## src/sv/gcd_pkg.sv

```systemverilog
// Package for the great-circle distance block: shared types, constants and table functions.
`default_nettype none

package gcd_pkg;

    // Pi in Q62 and the half-milliarcsecond count of a half turn.
    localparam logic [63:0] PI_Q62         = 64'hC90F_DAA2_2168_C235;
    localparam logic [63:0] HALFMAS_PER_PI = 64'd1296000000;
    localparam logic [63:0] HALFMAS_HALF   = 64'd648000000;

    // Radians per half-milliarcsecond in Q62, rounded.
    localparam logic [63:0] RAD_PER_HALFMAS_Q62 =
        (PI_Q62 + 64'd648000000) / 64'd1296000000;

    // Pi/2 in Q40, rounded.
    localparam logic [40:0] HALF_PI_Q40 = 41'((PI_Q62 + (64'd1 << 22)) >> 23);

    localparam logic [60:0] ONE_Q60       = 61'd1 << 60;
    localparam logic [22:0] RADIUS_RESET  = 23'd6371000;

    localparam int ANGLE_W = 44;
    localparam int ATAN_TERMS = 32;

    typedef struct packed {
        logic signed [ANGLE_W-1:0] x;
        logic signed [ANGLE_W-1:0] y;
        logic signed [ANGLE_W-1:0] z;
    } cordic_t;

    typedef struct packed {
        logic [61:0] val;
        logic [33:0] rem;
        logic [30:0] root;
    } sqrt_t;

    // Divides by the odd number 2k+1, one fixed divisor per arm.
    function automatic logic [63:0] odd_div(input logic [63:0] x, input int k);
        logic [63:0] q;
        case (k)
            0:  q = x / 1;    1:  q = x / 3;    2:  q = x / 5;    3:  q = x / 7;
            4:  q = x / 9;    5:  q = x / 11;   6:  q = x / 13;   7:  q = x / 15;
            8:  q = x / 17;   9:  q = x / 19;   10: q = x / 21;   11: q = x / 23;
            12: q = x / 25;   13: q = x / 27;   14: q = x / 29;   15: q = x / 31;
            16: q = x / 33;   17: q = x / 35;   18: q = x / 37;   19: q = x / 39;
            20: q = x / 41;   21: q = x / 43;   22: q = x / 45;   23: q = x / 47;
            24: q = x / 49;   25: q = x / 51;   26: q = x / 53;   27: q = x / 55;
            28: q = x / 57;   29: q = x / 59;   30: q = x / 61;
            default: q = x / 63;
        endcase
        return q;
    endfunction

    // atan(2^-i) in Q40, from its power series in Q62.
    function automatic logic [ANGLE_W-1:0] atan_q40(input int i);
        logic [63:0]        v;
        logic [63:0]        t;
        logic [63:0]        r;
        logic signed [63:0] acc;
        int                 e;
        acc = '0;
        v   = '0;
        if (i == 0) begin
            v = PI_Q62 >> 2;
        end else begin
            for (int k = 0; k < ATAN_TERMS; k++) begin
                e = 62 - i * (2 * k + 1);
                if (e >= 0) begin
                    t = odd_div(64'd1 << e, k);
                    if (k % 2 == 1) begin
                        acc = acc - $signed(t);
                    end else begin
                        acc = acc + $signed(t);
                    end
                end
            end
            v = 64'(acc);
        end
        r = (v + (64'd1 << 21)) >> 22;
        return r[ANGLE_W-1:0];
    endfunction

    // Square of the CORDIC gain in Q62.
    function automatic logic [63:0] cordic_gain_sq(input int n);
        logic [63:0] g2;
        g2 = 64'd1 << 62;
        for (int i = 0; i < 48; i++) begin
            if (i < n && 2 * i < 64) begin
                g2 = g2 + (g2 >> (2 * i));
            end
        end
        return g2;
    endfunction

    // Floor square root, evaluated on constants only.
    function automatic logic [63:0] isqrt64(input logic [63:0] v_in);
        logic [63:0] v;
        logic [63:0] res;
        logic [63:0] bit_w;
        v     = v_in;
        res   = '0;
        bit_w = 64'd1 << 62;
        for (int j = 0; j < 32; j++) begin
            if (bit_w > v) begin
                bit_w = bit_w >> 2;
            end
        end
        for (int j = 0; j < 32; j++) begin
            if (bit_w != 0) begin
                if (v >= res + bit_w) begin
                    v   = v - (res + bit_w);
                    res = (res >> 1) + bit_w;
                end else begin
                    res = res >> 1;
                end
                bit_w = bit_w >> 2;
            end
        end
        return res;
    endfunction

endpackage

`default_nettype wire

```

## src/sv/gcd_atan_cell.sv

```systemverilog
// One vectoring-mode CORDIC cell of the arctangent chain.
`default_nettype none

module gcd_atan_cell #(
    parameter int IDX = 0
) (
    input  wire logic             aclk,
    input  wire logic             en,
    input  wire gcd_pkg::cordic_t c_i,
    output gcd_pkg::cordic_t      c_o
);

    localparam logic signed [gcd_pkg::ANGLE_W-1:0] ATAN = gcd_pkg::atan_q40(IDX);

    logic signed [gcd_pkg::ANGLE_W-1:0] dx;
    logic signed [gcd_pkg::ANGLE_W-1:0] dy;
    gcd_pkg::cordic_t c_next;
    gcd_pkg::cordic_t c_reg;

    always_comb begin
        dx = c_i.y >>> IDX;
        dy = c_i.x >>> IDX;
        if (!c_i.y[gcd_pkg::ANGLE_W-1]) begin
            c_next.x = c_i.x + dx;
            c_next.y = c_i.y - dy;
            c_next.z = c_i.z + ATAN;
        end else begin
            c_next.x = c_i.x - dx;
            c_next.y = c_i.y + dy;
            c_next.z = c_i.z - ATAN;
        end
    end

    always_ff @(posedge aclk) begin
        if (en) begin
            c_reg <= c_next;
        end
    end

    assign c_o = c_reg;

endmodule

`default_nettype wire

```

## config.mk

```make
export PLATFORM = sky130hd
export DESIGN_NAME = gcd_atan_cell
export DESIGN_NICKNAME = d
export VERILOG_FILES = /design/src/sv/gcd_pkg.sv /design/src/sv/gcd_atan_cell.sv
export SDC_FILE = /design/constraint.sdc
export NUM_CORES = 1
export LEC_CHECK = 0
export BUFFER_PORTS_ARGS = -buffer_cell sky130_fd_sc_hd__buf_4
export CAP_MARGIN = 20
export CORE_MARGIN = 2
export CORE_UTILIZATION = 35
export CTS_CLUSTER_DIAMETER = 60
export DETAILED_ROUTE_END_ITERATION = 8
export GPL_TIMING_DRIVEN = 0
export PLACE_DENSITY = 0.51
export REMOVE_ABC_BUFFERS = 1
export SLEW_MARGIN = 10
export SYNTH_ARGS = -nofsm -noshare
export SYNTH_HDL_FRONTEND = slang
export SYNTH_SLANG_ARGS = --single-unit
```

## constraint.sdc

```tcl
create_clock -name aclk -period 5.6 [get_ports aclk]
set_input_delay 0 -clock aclk [delete_from_list [all_inputs] [get_ports aclk]]
set_output_delay 0 -clock aclk [all_outputs]
set_load 0.005 [all_outputs]
```

==> impl.org <==
** Drt
- Via-per-instance ratio :: 5.57
- Drt total wl :: 50900 um
- Routed wire length per instance :: 20.6 um
- The detail route stage leaves a number of antenna-violating nets equal to 0.
- Count of TritonRoute iterations in the first routing pass :: 5
- In the routed design, unresolved DRC markers number 0.
- Via count :: 13800
- 1st-iter DRT viols :: 957

** Timing
- The final-report hold violation count came to 0.
- Timing would allow up to 248 MHz.
- Headroom to the max-slew limit came out at 19.5%.
- In the finished design, the share of the clock period the worst path needs comes to 72.1%.
- PnR worst setup slack :: 1.56 ns
- Setup violations remaining at the end of the flow were counted as 0.
- Hold timing on the final database bottoms out at a slack of 0.0247 ns.
- Setup repair after global routing left no endpoint under its margin.
- Final critical-path required period :: 4.04 ns
- Fin. max-slew vios :: 0
- Setup TNS after final layout :: 0 ns
- Pin slew with the least headroom to its limit :: 1.20 ns

** Synthesis
- For this run, the register share of the synthesized area comes to 27.0%.
- In this run, distinct cell masters in the synthesized netlist total 94.
- Synthesized instance count :: 1701
- Synthesized cell area :: 0.0146 mm2
- Counting flops and latches in the post-synthesis netlist gives 131.
- After synthesis, the mean cell area works out to 8.56 um2.
- The synthesized design contains 131 enable-type register cells.
- In the synthesized netlist the dominant register cell turns out to be sky130_fd_sc_hd__edfxtp_1.
- During synthesis, Yosys emitted a total of 0 warnings.
- Ys async rst share :: 0%

** Floorplanning
- DIE HEIGHT :: 208 um
- Initial Utilization :: 35.6%
- The total area inside the core boundary comes to 0.0409 mm2.
- DIE AREA :: 0.0432 mm2
- Chip Width :: 208 um
- After floorplanning, the core was divided into 74 placement rows.
- Ports placed on the boundary :: 266

** Clock network
- Clock tree synthesis selected as its root buffer the cell sky130_fd_sc_hd__clkbuf_16.
- Clock slew at reported path FFs :: 0.06 ns
- The H-tree was split into 4 levels.
- Clock tree synthesis found a total of 131 sinks.
- Post-CTS repair timing setup buffer count :: 0
- Once the clock tree was built, the resizer swapped 0 gates to a different size.
- Counting the buffers created by CTS gives 17.
- Maximum clock insertion buffer count :: 2
- Clock tree from TritonCTS :: yes

** Layout
- Most used cells in the layout excluding fill and tap cells :: sky130_fd_sc_hd__buf_4 (263), sky130_fd_sc_hd__a21oi_1 (212), sky130_fd_sc_hd__ha_1 (187)
- Final Instance Area :: 0.0176 mm2
- The post-route netlist has 18.3% of its cells at a drive strength greater than 1.
- The register with the most flip-flops in the layout has 131 of them.
- Number of standard cells in the layout, taps in and fillers out :: 2470
- Leaving out fill and tap cells, the most frequent cell in the layout is sky130_fd_sc_hd__buf_4.
- Area Overhead vs Synth :: 20.9%
- Final #Nets :: 2249

** Place
- After legalization and detailed placement, the total HPWL measured 40300 um.
- The placed instances occupy a cell area of 0.0170 mm2.
- The congestion estimate from routability-driven global placement came to 0.912.
- The number of placed instances, taps included, is 2432.
- Worst setup timing slack at the placement stage :: 1.17 ns
- IO Port Bufs :: 265

** Setup path
- Maximum fanout encountered on the critical timing path :: 119
- Arrival time worst endpoint :: 4.23 ns
- For the worst setup path, the data required time is 5.79 ns.
- Kind of launch point of the worst setup path :: primary input
- The critical path is of the in2reg type.
- Worst setup EP type :: register

** Pwr
- Worst VDD drop :: 0.000160 V
- Power spread over the standard cell area amounts to 243 mW/mm2.
- Leakage power summed over all cells :: 0.00760 uW
- Sequential share of power :: 31.8%
- Switching part of the total power :: 36.1%
- Of the total power, combinational logic draws 40.3%.
- The analysis attributes to net switching a power of 1540 uW.
- Internal power contribution :: 2730 uW
- The share of total power dissipated in the clock network is 27.9%.

** Run status
- Result of the run :: completed

** Run
- Across the run, the number of max-cap violations was 0.

** Hold path
- Type of the tightest min-delay check :: in2reg
- For hold timing, the worst endpoint is c_o[8]$_DFFE_PP_.
- The worst hold path passes through 3 cells.
- Beginning of the worst hold path :: c_i[8]

** Global routing
- Remaining Overflow, GRT :: 0
- Across every metal layer, demand over resource in global routing totals 23.1%.
- Maximum number of pins on one net before global-route repair :: 120
- The first global-routing pass estimated 78200 um of wire.
- Via count of the first global-routing pass :: 13600
- The number of antenna violations at the first check in global routing was 0.
[worst max-delay path, cell delays in order]
cell	delay (ns)
sky130_fd_sc_hd__buf_6	0.71
sky130_fd_sc_hd__inv_4	0.38
sky130_fd_sc_hd__buf_16	0.33
sky130_fd_sc_hd__ha_1	0.41
sky130_fd_sc_hd__nand3_1	0.18
sky130_fd_sc_hd__nor2_1	0.06
sky130_fd_sc_hd__a221oi_1	0.38
sky130_fd_sc_hd__nand3_1	0.28
sky130_fd_sc_hd__a311oi_1	0.43
sky130_fd_sc_hd__a31oi_1	0.28
sky130_fd_sc_hd__a21oi_1	0.30
sky130_fd_sc_hd__o21ai_1	0.09
sky130_fd_sc_hd__a21oi_1	0.17
sky130_fd_sc_hd__xnor2_1	0.12
[layer usage]
metal | vias to the layer above | share of wire (%) | track usage [%] | routed length (um)
met5 | - | 0 | 0 | 0
met4 | 0 | 2.4 | 7.48 | 1240
met3 | 68 | 5.8 | 3.86 | 2970
met2 | 479 | 45 | 36.7 | 23000
met1 | 6574 | 46 | 31.8 | 23600
li1 | 6649 | - | - | -
[cells in the mapped netlist, types with 5 or more instances]
cell type / n / area, um2
sky130_fd_sc_hd__nor3_1: 25 / 125
sky130_fd_sc_hd__o21bai_1: 59 / 443
sky130_fd_sc_hd__nand4_1: 34 / 213
sky130_fd_sc_hd__xnor2_1: 102 / 893
sky130_fd_sc_hd__buf_2: 19 / 95.1
sky130_fd_sc_hd__o211ai_1: 12 / 90.1
sky130_fd_sc_hd__nor2b_1: 24 / 150
sky130_fd_sc_hd__a21oi_1: 212 / 1060
sky130_fd_sc_hd__and2_1: 8 / 50.1
sky130_fd_sc_hd__a31oi_1: 19 / 119
sky130_fd_sc_hd__mux2i_1: 28 / 280
sky130_fd_sc_hd__o31ai_1: 22 / 165
sky130_fd_sc_hd__a311oi_1: 6 / 52.6
sky130_fd_sc_hd__xor2_1: 18 / 158
sky130_fd_sc_hd__a21o_1: 41 / 308
sky130_fd_sc_hd__nand2_1: 92 / 345
sky130_fd_sc_hd__clkbuf_1: 31 / 116
sky130_fd_sc_hd__or3_1: 7 / 43.8
sky130_fd_sc_hd__nor4_1: 13 / 81.3
sky130_fd_sc_hd__a21oi_2: 5 / 43.8
sky130_fd_sc_hd__a21boi_0: 6 / 45.0
sky130_fd_sc_hd__nor2_1: 125 / 469
sky130_fd_sc_hd__inv_2: 14 / 52.6
sky130_fd_sc_hd__ha_1: 187 / 2340
sky130_fd_sc_hd__edfxtp_1: 131 / 3930
sky130_fd_sc_hd__nand3_1: 24 / 120
sky130_fd_sc_hd__o21ai_1: 13 / 65.1
sky130_fd_sc_hd__inv_1: 143 / 537
sky130_fd_sc_hd__o221ai_1: 5 / 43.8
sky130_fd_sc_hd__buf_1: 10 / 37.5
sky130_fd_sc_hd__buf_4: 6 / 45.0
sky130_fd_sc_hd__o21a_1: 17 / 128
sky130_fd_sc_hd__nand2b_1: 14 / 87.6
sky130_fd_sc_hd__and3_1: 5 / 31.3
sky130_fd_sc_hd__a211oi_1: 18 / 135
sky130_fd_sc_hd__o21ai_0: 101 / 505
[final cells by class]
class / count / area, um2
fill: 4162 / 23300
multi-input combinational: 1341 / 9700
sequential: 131 / 3930
timing repair buffer: 272 / 2100
tap: 532 / 666
inverter: 161 / 607
clock buffer: 18 / 429
clock inverter: 14 / 161
antenna: 1 / 2.50
[worst max-delay path by stage]
stage | startpoint | to | slack, ns | depth (start not counted)
2_1_floorplan | c_i[87] | c_o[43]$_DFFE_PP_ | 1.80 | 12
3_3_place_gp | c_i[87] | c_o[40]$_DFFE_PP_ | -1.28 | 13
3_5_place_dp | c_i[87] | c_o[42]$_DFFE_PP_ | 1.17 | 14
4_1_cts | c_i[87] | c_o[42]$_DFFE_PP_ | 1.64 | 14
5_1_grt | c_i[87] | c_o[32]$_DFFE_PP_ | 1.31 | 14
6_report | c_i[87] | c_o[41]$_DFFE_PP_ | 1.56 | 14
[kinds of logic (layout without fill, tap and decap cells)]
logic type / count (synthesis) / after routing / share of synthesized area, %
buffers and inverters: 229 / 465 / 6.33
adder cells (fa/ha/maj): 191 / 191 / 16.6
multiplexers: 30 / 30 / 2.11
AO/OA/AOI/OAI: 610 / 610 / 27.7
flip-flops: 131 / 131 / 27.0
AND/OR/NAND/NOR: 389 / 389 / 12.9
other: 0 / 1 / 0
XOR/XNOR: 121 / 121 / 7.33
[power groups by stage]
stage / Sequential (uW) / Clock, uW / Combinational [uW]
6_report: 1360 / 1190 / 1720
4_1_cts: 1360 / 1210 / 1720
3_5_place_dp: 1380 / 0 / 1700
5_1_grt: 1370 / 1240 / 1880
3_3_place_gp: 1380 / 0 / 1710
2_1_floorplan: 1390 / 0 / 943
[repair_timing]
| action | 4_1_cts | 5_1_grt |
|---|---|---|
| hold buffers | 5 | 0 |
| setup endpoints to repair | 0 | 0 |
| endpoints found under the hold margin | 23 | 0 |
[through the flow]
stage / power (uW) / utilization (%)
after floorplan: 2340 / -
after global placement: 3080 / 41.3
after detailed placement: 3080 / 41.4
after CTS: 4290 / 43.0
after global routing: 4500 / 43.0
final: 4270 / 43.0
No activity file was read; power rests on OpenSTA's default activity.
